File: src/hw/rtl/tiif_pkg.sv
// Package with the byte type and telnet protocol constants of the inbound IAC filter.
`timescale 1ns / 1ps
`default_nettype none
package tiif_pkg;

  typedef logic [7:0] byte_t;

  // Telnet command and option codes
  localparam byte_t IAC_BYTE    = 8'd255;
  localparam byte_t CMD_WILL    = 8'd251;
  localparam byte_t CMD_DO      = 8'd253;
  localparam byte_t OPT_SUPP_GA = 8'd3;

  // Result kinds
  localparam logic KIND_DATA  = 1'b0;
  localparam logic KIND_REPLY = 1'b1;

  // Number of results still to deliver, at most three
  typedef logic [1:0] res_cnt_t;

  localparam res_cnt_t CNT_NONE  = 2'd0;
  localparam res_cnt_t CNT_ONE   = 2'd1;
  localparam res_cnt_t CNT_TWO   = 2'd2;
  localparam res_cnt_t CNT_REPLY = 2'd3;

  // Reply byte sent when the given number of reply results remain
  function automatic byte_t reply_byte(input res_cnt_t remaining);
    byte_t b;
    case (remaining)
      CNT_REPLY: b = IAC_BYTE;
      CNT_TWO:   b = CMD_WILL;
      default:   b = OPT_SUPP_GA;
    endcase
    return b;
  endfunction

endpackage
`default_nettype wire

File: src/hw/rtl/tiif_intf.sv
// Handshake channel interfaces of the inbound IAC filter: input, result and configuration.
`timescale 1ns / 1ps
`default_nettype none
interface tiif_in_if;
  import tiif_pkg::*;

  logic  valid;
  logic  ready;
  byte_t rx_byte;
  logic  chunk_last;

  modport source (output valid, output rx_byte, output chunk_last, input ready);
  modport sink (input valid, input rx_byte, input chunk_last, output ready);
endinterface

interface tiif_out_if;
  import tiif_pkg::*;

  logic  valid;
  logic  ready;
  byte_t out_byte;
  logic  out_kind;
  logic  out_last;

  modport source (output valid, output out_byte, output out_kind, output out_last,
                  input ready);
  modport sink (input valid, input out_byte, input out_kind, input out_last,
                output ready);
endinterface

interface tiif_cfg_if;
  logic valid;
  logic ready;
  logic binary_mode;

  modport source (output valid, output binary_mode, input ready);
  modport sink (input valid, input binary_mode, output ready);
endinterface
`default_nettype wire

File: src/hw/rtl/telnet_inbound_iac_filter.sv
// Top level of the telnet inbound IAC filter: input register, parser and result register.
`timescale 1ns / 1ps
`default_nettype none
// The filter takes one received telnet byte per item on in_ch and delivers user data bytes
// (out_kind 0) and reply bytes for the peer (out_kind 1) on out_ch, with out_last marking the
// final result of each input item. A doubled 255 yields one data 255, any other byte after 255
// is a command whose next byte is its option, and DO with option 3 (suppress go-ahead) yields
// the three reply items 255 251 3. Zero data bytes are dropped unless binary_mode, written on
// cfg_ch, is set; an item with chunk_last set abandons any open sequence. Items that give one
// result or none are taken at one per cycle with no gaps while out_ch is ready; each item passes
// the input register and then the result register before its first result is offered on
// out_ch. The result register delivers one result per cycle while out_ch is ready, so an
// item that triggers the three-byte reply holds back the next item until the reply has left.
// The configuration channel is always ready and should only be written while the block is idle.
module telnet_inbound_iac_filter (
  input  wire           clk,
  input  wire           rst_n,
  tiif_in_if.sink       in_ch,
  tiif_out_if.source    out_ch,
  tiif_cfg_if.sink      cfg_ch
);
  import tiif_pkg::*;

  // Parser phase, one-hot
  typedef enum logic [2:0] {
    PH_DATA      = 3'b001,
    PH_AFTER_IAC = 3'b010,
    PH_AFTER_CMD = 3'b100
  } phase_t;

  logic     binary_mode_r;

  // Input register
  logic     in_vld_r;
  byte_t    in_byte_r;
  logic     in_last_r;

  // Parser state
  phase_t   phase_r, phase_nxt;
  byte_t    held_cmd_r, held_cmd_nxt;

  // Result register
  res_cnt_t res_cnt_r, res_cnt_nxt;
  byte_t    res_byte_r;
  logic     res_kind_r;

  // Parser outputs for the item in the input register
  res_cnt_t new_cnt;
  byte_t    new_byte;
  logic     new_kind;

  logic     out_fire;
  logic     res_free;
  logic     adv;
  logic     in_ready;

  // The result register can take a new set of results when it is empty or its
  // final result leaves this cycle.
  assign out_fire = out_ch.valid && out_ch.ready;
  assign res_free = (res_cnt_r == CNT_NONE) || ((res_cnt_r == CNT_ONE) && out_ch.ready);
  assign adv      = in_vld_r && res_free;
  assign in_ready = !in_vld_r || adv;

  assign in_ch.ready  = in_ready;
  assign cfg_ch.ready = 1'b1;

  assign out_ch.valid    = (res_cnt_r != CNT_NONE);
  assign out_ch.out_kind = res_kind_r;
  assign out_ch.out_byte = (res_kind_r == KIND_REPLY) ? reply_byte(res_cnt_r) : res_byte_r;
  assign out_ch.out_last = (res_cnt_r == CNT_ONE);

  // Byte parser: decides the results of one item and the next phase.
  always_comb begin
    new_cnt      = CNT_NONE;
    new_byte     = in_byte_r;
    new_kind     = KIND_DATA;
    phase_nxt    = PH_DATA;
    held_cmd_nxt = held_cmd_r;
    unique case (phase_r)
      PH_AFTER_IAC: begin
        if (in_byte_r == IAC_BYTE) begin
          // Escaped 255 becomes a single data byte
          new_cnt = CNT_ONE;
        end else begin
          held_cmd_nxt = in_byte_r;
          phase_nxt    = PH_AFTER_CMD;
        end
      end
      PH_AFTER_CMD: begin
        if ((held_cmd_r == CMD_DO) && (in_byte_r == OPT_SUPP_GA)) begin
          new_cnt  = CNT_REPLY;
          new_kind = KIND_REPLY;
        end
      end
      default: begin
        if (in_byte_r == IAC_BYTE) begin
          phase_nxt = PH_AFTER_IAC;
        end else if (binary_mode_r || (in_byte_r != 8'd0)) begin
          new_cnt = CNT_ONE;
        end
      end
    endcase
    // A chunk end drops any sequence still open
    if (in_last_r) begin
      phase_nxt = PH_DATA;
    end
  end

  always_comb begin
    res_cnt_nxt = res_cnt_r;
    if (adv) begin
      res_cnt_nxt = new_cnt;
    end else if (out_fire) begin
      res_cnt_nxt = res_cnt_r - CNT_ONE;
    end
  end

  always_ff @(posedge clk) begin
    if (!rst_n) begin
      binary_mode_r <= 1'b0;
      in_vld_r      <= 1'b0;
      phase_r       <= PH_DATA;
      held_cmd_r    <= 8'd0;
      res_cnt_r     <= CNT_NONE;
    end else begin
      if (cfg_ch.valid) begin
        binary_mode_r <= cfg_ch.binary_mode;
      end
      if (in_ready) begin
        in_vld_r <= in_ch.valid;
      end
      if (adv) begin
        phase_r    <= phase_nxt;
        held_cmd_r <= held_cmd_nxt;
      end
      res_cnt_r <= res_cnt_nxt;
    end
  end

  // Payload registers
  always_ff @(posedge clk) begin
    if (in_ready && in_ch.valid) begin
      in_byte_r <= in_ch.rx_byte;
      in_last_r <= in_ch.chunk_last;
    end
    if (adv) begin
      res_byte_r <= new_byte;
      res_kind_r <= new_kind;
    end
  end

  // The parser phase stays one-hot.
  a_phase_onehot: assert property (@(posedge clk) disable iff (!rst_n)
    $onehot(phase_r))
    else $error("parser phase is not one-hot");

  // Input is only held back while an item waits behind undelivered results.
  a_stall_cause: assert property (@(posedge clk) disable iff (!rst_n)
    !in_ch.ready |-> (in_vld_r && (res_cnt_r != CNT_NONE)))
    else $error("input stalled without pending results");

  // After the first reply byte leaves, the rest of the reply is still on offer.
  a_reply_cont: assert property (@(posedge clk) disable iff (!rst_n)
    (out_fire && (res_kind_r == KIND_REPLY) && (res_cnt_r == CNT_REPLY))
    |=> (out_ch.valid && (out_ch.out_byte == CMD_WILL) && !out_ch.out_last))
    else $error("reply sequence broken");

  // An item that ends a chunk leaves the parser in the data phase.
  a_chunk_end: assert property (@(posedge clk) disable iff (!rst_n)
    (adv && in_last_r) |=> (phase_r == PH_DATA))
    else $error("open sequence survived a chunk end");

endmodule
`default_nettype wire
File: src/flat_wrapper.sv
// flat-port wrapper written by rule: the top's interface ports become plain ports
module telnet_inbound_iac_filter_flat import tiif_pkg::*;
  (clk, rst_n, in_ch_valid, in_ch_rx_byte, in_ch_chunk_last, in_ch_ready, out_ch_valid, out_ch_out_byte, out_ch_out_kind, out_ch_out_last, out_ch_ready, cfg_ch_valid, cfg_ch_binary_mode, cfg_ch_ready);
  tiif_in_if in_ch_i ();
  tiif_out_if out_ch_i ();
  tiif_cfg_if cfg_ch_i ();
  input  wire clk;
  input  wire rst_n;
  input wire logic [$bits(in_ch_i.valid)-1:0] in_ch_valid;
  input wire logic [$bits(in_ch_i.rx_byte)-1:0] in_ch_rx_byte;
  input wire logic [$bits(in_ch_i.chunk_last)-1:0] in_ch_chunk_last;
  output wire logic [$bits(in_ch_i.ready)-1:0] in_ch_ready;
  output wire logic [$bits(out_ch_i.valid)-1:0] out_ch_valid;
  output wire logic [$bits(out_ch_i.out_byte)-1:0] out_ch_out_byte;
  output wire logic [$bits(out_ch_i.out_kind)-1:0] out_ch_out_kind;
  output wire logic [$bits(out_ch_i.out_last)-1:0] out_ch_out_last;
  input wire logic [$bits(out_ch_i.ready)-1:0] out_ch_ready;
  input wire logic [$bits(cfg_ch_i.valid)-1:0] cfg_ch_valid;
  input wire logic [$bits(cfg_ch_i.binary_mode)-1:0] cfg_ch_binary_mode;
  output wire logic [$bits(cfg_ch_i.ready)-1:0] cfg_ch_ready;
  assign in_ch_i.valid = in_ch_valid;
  assign in_ch_i.rx_byte = in_ch_rx_byte;
  assign in_ch_i.chunk_last = in_ch_chunk_last;
  assign in_ch_ready = in_ch_i.ready;
  assign out_ch_valid = out_ch_i.valid;
  assign out_ch_out_byte = out_ch_i.out_byte;
  assign out_ch_out_kind = out_ch_i.out_kind;
  assign out_ch_out_last = out_ch_i.out_last;
  assign out_ch_i.ready = out_ch_ready;
  assign cfg_ch_i.valid = cfg_ch_valid;
  assign cfg_ch_i.binary_mode = cfg_ch_binary_mode;
  assign cfg_ch_ready = cfg_ch_i.ready;
  telnet_inbound_iac_filter u_core (.clk(clk), .rst_n(rst_n), .in_ch(in_ch_i), .out_ch(out_ch_i), .cfg_ch(cfg_ch_i));
endmodule
File: config.mk
export PLATFORM = sky130hd
export DESIGN_NAME = telnet_inbound_iac_filter_flat
export DESIGN_NICKNAME = d
export VERILOG_FILES = /design/src/hw/rtl/tiif_pkg.sv /design/src/hw/rtl/tiif_intf.sv /design/src/hw/rtl/telnet_inbound_iac_filter.sv /design/src/flat_wrapper.sv
export SDC_FILE = /design/constraint.sdc
export NUM_CORES = 1
export LEC_CHECK = 0
export BUFFER_PORTS_ARGS = -buffer_cell sky130_fd_sc_hd__buf_4
export CORE_ASPECT_RATIO = 0.7
export CORE_MARGIN = 4
export CORE_UTILIZATION = 40
export CTS_CLUSTER_DIAMETER = 50
export CTS_CLUSTER_SIZE = 30
export DETAILED_ROUTE_END_ITERATION = 8
export HOLD_SLACK_MARGIN = 0.03
export PLACE_DENSITY = 0.65
export SLEW_MARGIN = 15
export SYNTH_ARGS = -nofsm -noshare
export SYNTH_HDL_FRONTEND = slang
export SYNTH_SLANG_ARGS = --single-unit
File: constraint.sdc
create_clock -name clk -period 2.91 [get_ports clk]
set_input_delay 0.1455 -clock clk [delete_from_list [all_inputs] [get_ports clk]]
set_output_delay 0.1455 -clock clk [all_outputs]
set_load 0.03 [all_outputs]
Word-level counts from Yosys, hierarchy flattened
Index checks and enable logic that the tools add are counted.

$add $sub $neg: 1. Multiply operators: 0. Div/mod/pow operators: 0. Order comparisons: 0. Eq/ne operators: 8. Shift operators: 0. Multiplexer cells: 14. Bitwise logic cells: 1. Reductions and logical operators: 14.

Operators with widths (count): equality test 8 bit (second input constant) (2); case mux 8 bit (2 select lines) (1); 2-to-1 mux 2 bit (5); equality test 8 x 2 -> 1 bit (second input constant) (1); 2-to-1 mux 8 bit (1); nonzero test 8 bit (1); 2-to-1 mux 3 bit (2); case mux 3 bit (2 select lines) (1); logical AND 1 bit (5); equality test 2 bit (second input constant) (2); case mux 2 bit (2 select lines) (1); nonzero test 2 bit (2); equality test 3 x 2 -> 1 bit (second input constant) (1); equality test 3 bit (second input constant) (1); logical OR 1 bit (3); 2-to-1 mux 1 bit (3); AND reduction 3 bit (1); equality test 2 x 1 -> 1 bit (second input constant) (1); logical NOT 2 bit (1); subtractor 2 x 1 -> 2 bit (second input constant) (1); logical NOT 1 bit (1); NOT 1 bit (1).

Register bits: 33. Bits in latches: 0. RAM bits: 0. ROM bits: 0. Input port bits: 15. Output and inout port bits: 13. Word-level logic and storage cells: 47. Memories kept: 0.

Logic depth before layout (Yosys ltp)
Depth in word-level cells: 6. Depth in mapped cells: 7. Mapped depth without buffers: 7.

Least setup slack after synthesis
No wires, ideal clock.

Path type: register to register. From: reg u_core.res_cnt_r[0]. To: reg u_core.in_byte_r[0], enable pin. Setup time: 0.337 ns. Data arrival time: 1.522 ns. Required time: 2.573 ns. Slack: 1.050 ns. Cell stages (with the launch flop): 5. Path buffers: 0. Clock period less this slack: 1.860 ns. Cell sequence: dfxtp_1 > ha_1 > a21oi_1 > nand2_1 > and2_1.

Word-level cells in the longest chain between the ends: 6. Elaborated cells on any way between the ends: 7. Those cells by class: eq/ne (1); reduce/logical (6).

Ends and longest elaborated chain: start: declaration (line telnet_inbound_iac_filter.sv:43) `res_cnt_t res_cnt_r, res_cnt_nxt;`; start signal: assignment (line telnet_inbound_iac_filter.sv:136) `res_cnt_r <= res_cnt_nxt;`; equality test 2 x 1 -> 1 bit; net out_ch_out_last (line flat_wrapper.sv:16) `output wire logic [$bits(out_ch_i.out_last)-1:0] out_ch_out_last;`; logical AND 1 bit (line telnet_inbound_iac_filter.sv:60) `assign res_free = (res_cnt_r == CNT_NONE) || ((res_cnt_r == CNT_ONE) && out_ch.ready);`; logical OR 1 bit (line telnet_inbound_iac_filter.sv:60); logical AND 1 bit (line telnet_inbound_iac_filter.sv:61) `assign adv = in_vld_r && res_free;`; logical OR 1 bit (line telnet_inbound_iac_filter.sv:62) `assign in_ready = !in_vld_r || adv;`; net in_ch_ready (line flat_wrapper.sv:12) `output wire logic [$bits(in_ch_i.ready)-1:0] in_ch_ready;`; logical AND 1 bit (line telnet_inbound_iac_filter.sv:142) `if (in_ready && in_ch.valid) begin`; end signal: assignment (line telnet_inbound_iac_filter.sv:143) `in_byte_r <= in_ch.rx_byte;`; end: declaration (line telnet_inbound_iac_filter.sv:35) `byte_t in_byte_r;`.

The timed path passes the listed nets, and every way through them passes these cells. A chain may end at the register's enable or synchronous reset.

Worst setup path in the final report
From: reg u_core.res_cnt_r[0]. To: out out_ch_out_byte[4].

Word-level cells in the longest chain between the ends: 3. Elaborated cells on any way between the ends: 4. Those cells by class: eq/ne (2); mux (2).

Ends and longest elaborated chain: equality test 2 bit (line tiif_pkg.sv:29) `case (remaining)`; case mux 8 bit (2 select lines) * (line tiif_pkg.sv:29); 2-to-1 mux 8 bit * (line telnet_inbound_iac_filter.sv:69) `assign out_ch.out_byte = (res_kind_r == KIND_REPLY) ? reply_byte(res_cnt_r) : res_byte_r;`; end: declaration (line flat_wrapper.sv:14) `output wire logic [$bits(out_ch_i.out_byte)-1:0] out_ch_out_byte;`.

Mark *: on every way between the ends. The rest lies on a longest branch, timed or not.

==> impl_metrics.py <==
metrics = {
    "logic_synthesis": {
        "syn_area_sq_mm": 0.00151,
        "synth_seq_area_share": 0.558,
        "synth_area_leader_cell": "edfxtp_1",
        "synth.avg_cell_area_sq_um": 11.3,
        "syn_nets": 152,
        "synth_cells": 133,
        "yosysWarnings": 0,
        "synthTopCellsByArea": "edfxtp_1 36%, dfxtp_1 20%, mux2i_1 6.6%",
        "synth_edf_count": 18,
        "yosysUniqueCellTypes": 40,
        "async_reset_ff_frac": 0,
        "netlist.area_leader.share": 0.359,
        "synth-main-ff-cell": "edfxtp_1",
        "ys_ff_latch": 33,
    },
    "finish": {
        "synthToLayoutAreaGrowth_pct": 26.6,
        "diodes": 0,
        "final_util": 0.533,
        "final_area_sq_mm": 0.00191,
        "mostFrequentLayoutCells": "27 x buf_4, 18 x edfxtp_1, 15 x dfxtp_1",
        "layout.nets": 189,
        "layout_commonest_cell": "buf_4",
        "drive_gt1_frac": 0.240,
        "layoutNonFillerInstCount": 221,
    },
    "sta": {
        "clock_skew_ns": 0.00754,
        "finalMaxSlewViolations": 0,
        "fmax_mhz": 516,
        "hold_viol": 0,
        "maxSlewHeadroom": 0.643,
        "grt_setup_unrepaired": "false",
        "fin_crit_sh": 0.666,
        "period_needed_ns": 1.94,
        "setup_tns_ns": 0,
        "setup_viol": 0,
        "worst_pin_slew_ns": 0.534,
    },
    "route": {
        "dr.first_iter.drc_count": 90,
        "wirelength_um": 3090,
        "vias_per_cell": 5.07,
        "wl_per_cell_um": 14.0,
        "ant_nets": 0,
        "route.detailed.drc": 0,
        "via_count": 1120,
        "first_pass_iters": 4,
    },
    "power_and_ir_drop": {
        "power.switching_mw": 0.434,
        "p_int_mw": 0.871,
        "p_leak_nw": 0.786,
        "clkPwrFrac": 0.251,
        "p_per_area_mw_per_mm2": 683,
        "peakVddDrop_mv": 0.356,
        "seq_power_share": 0.453,
        "swShare": 0.333,
        "p_comb_frac": 0.296,
    },
    "clock_network": {
        "cts_resized": 0,
        "htreeDepth": 2,
        "clk_latency_ns": 0.29,
        "cts_made_buffers": 5,
        "cts-root-buf": "clkbuf_8",
        "cts_tree": "built",
        "cts_setup_buffers": 0,
        "cts.path.max_buffers": 2,
        "path_clk_slew_ns": 0.07,
        "cts_sinks": 33,
    },
    "global_route": {
        "antenna_found_initial": 0,
        "grt_pass1_vias": 1080,
        "grt_overflow": 0,
        "grt_pass1_wl_um": 5010,
        "grt_max_degree": 16,
        "grt_usage": 0.144,
    },
    "min_path": {
        "min_path_type": "primary input to flip-flop",
    },
    "setup_path": {
        "r2r_slack_ns": 1.01,
        "critPathArrivalTime_ns": 1.79,
        "crit_type": "flip-flop to output pin",
        "crit_fanout": 7,
        "cp-end-kind": "output pin",
        "critPathLaunchType": "flip-flop",
        "cp.required_ns": 2.76,
    },
    "job": {
        "cap_violations": 0,
    },
    "placed_design": {
        "dp_hpwl_um": 2220,
        "post_dp_cell_area_sq_mm": 0.00175,
        "numPlacedInstances": 205,
        "portBuffers": 26,
        "place_congestion": 0.892,
    },
    "floorplan": {
        "rows": 18,
        "core_area_sq_mm": 0.00358,
        "initial_core_util": 0.421,
        "io_pins": 28,
        "die_area_sq_mm": 0.00483,
        "die_y_um": 59.4,
        "dieWidth_um": 81.4,
    },
    "status": {
        "status": "completed",
    },
}
-- critical path: stages (launching register included) --
cell and delay (ns):
dfxtp_1 0.44, inv_1 0.10, ha_1 0.20, nor3b_1 0.46, nor2_1 0.11, buf_4 0.19
-- path summary, 6_finish.rpt --
check,from,end,cells past startpoint
setup / recovery,u_core.res_cnt_r[0]$_SDFFE_PN0P_,out_ch_out_byte[4],5
setup reg to reg,u_core.res_cnt_r[0]$_SDFFE_PN0P_,u_core.res_cnt_r[0]$_SDFFE_PN0P_,7
hold reg to reg,u_core.held_cmd_r[0]$_SDFFE_PN0P_,u_core.held_cmd_r[0]$_SDFFE_PN0P_,2
hold / removal,in_ch_rx_byte[1],u_core.in_byte_r[1]$_DFFE_PP_,1
-- power by group through the flow --
stage               Combinational [mW]  Sequential [mW]  Clock [mW]
finish                           0.386            0.591       0.328
global route                     0.421            0.598       0.352
CTS                              0.387            0.592       0.333
detailed placement               0.377            0.602           0
global placement                 0.367            0.598           0
floorplan                        0.258            0.587           0
-- through the flow --
| stage | hold slack, ns | power [mW] | setup WS, ns |
|---|---|---|---|
| floorplan | 0.244 | 0.845 | 1.05 |
| global placement | 0.323 | 0.964 | 1.15 |
| detailed placement | 0.325 | 0.978 | 1.03 |
| CTS | 0.0304 | 1.31 | 0.941 |
| global route | 0.0333 | 1.37 | 0.747 |
| finish | 0.0375 | 1.30 | 0.971 |
-- metal layers --
layer	vias up	track usage	share of wire	routed length [um]
li1	550	-	-	-
met1	523	0.185	0.45	1380
met2	39	0.216	0.45	1400
met3	8	0.0441	0.076	235
met4	0	0.0795	0.024	74
met5	-	0	0	0
-- synthesized netlist by cell type, types with 2 or more instances --
master and count:
edfxtp_1 18, dfxtp_1 15, nor2_1 13, mux2i_1 10
nor2b_1 10, a21oi_1 8, ha_1 4, inv_1 4
nand2_1 4, and2_1 3, clkbuf_1 3, nand2b_1 3
nand3_1 3, and4_1 2, mux2_2 2, nand4_2 2
nor3b_1 2, nor4_1 2, o21ai_0 2, or2_2 2
or3b_2 2
-- cell families after synthesis --
logic type / count (synthesis) / synth area share
simple gates: 53 / 0.210
flops: 33 / 0.558
compound gates: 20 / 0.0838
mux: 12 / 0.0813
buf+inv: 9 / 0.0257
fa+ha+maj: 4 / 0.0332
other cells: 1 / 0.00249
xor+xnor: 1 / 0.00581
-- final cells by class --
type / instances / area, sq um
Fill cell: 301 / 1670
Sequential cell: 33 / 841
Multi-Input combinational cell: 91 / 628
Timing Repair Buffer: 35 / 283
Clock buffer: 8 / 80.1
Tap cell: 50 / 62.6
Inverter: 4 / 15.0
-- sequential cells by signal, summed over array words and instances, names as in the netlist --
register / flops
u_core.in_byte_r: 8
u_core.in_last_r: 1
u_core.in_vld_r: 1
u_core.res_byte_r: 8
u_core.binary_mode_r: 1
u_core.phase_r: 3
u_core.out_ch.out_kind: 1
u_core.res_cnt_r: 2
u_core.held_cmd_r: 8
-- timing repair --
| item | CTS | global route |
|---|---|---|
| endpoints found under the hold margin | 7 | 1 |
| hold buffers | 7 | 1 |
| setup endpoints to repair | 0 | 0 |
No activity file was read; power rests on OpenSTA's default activity.
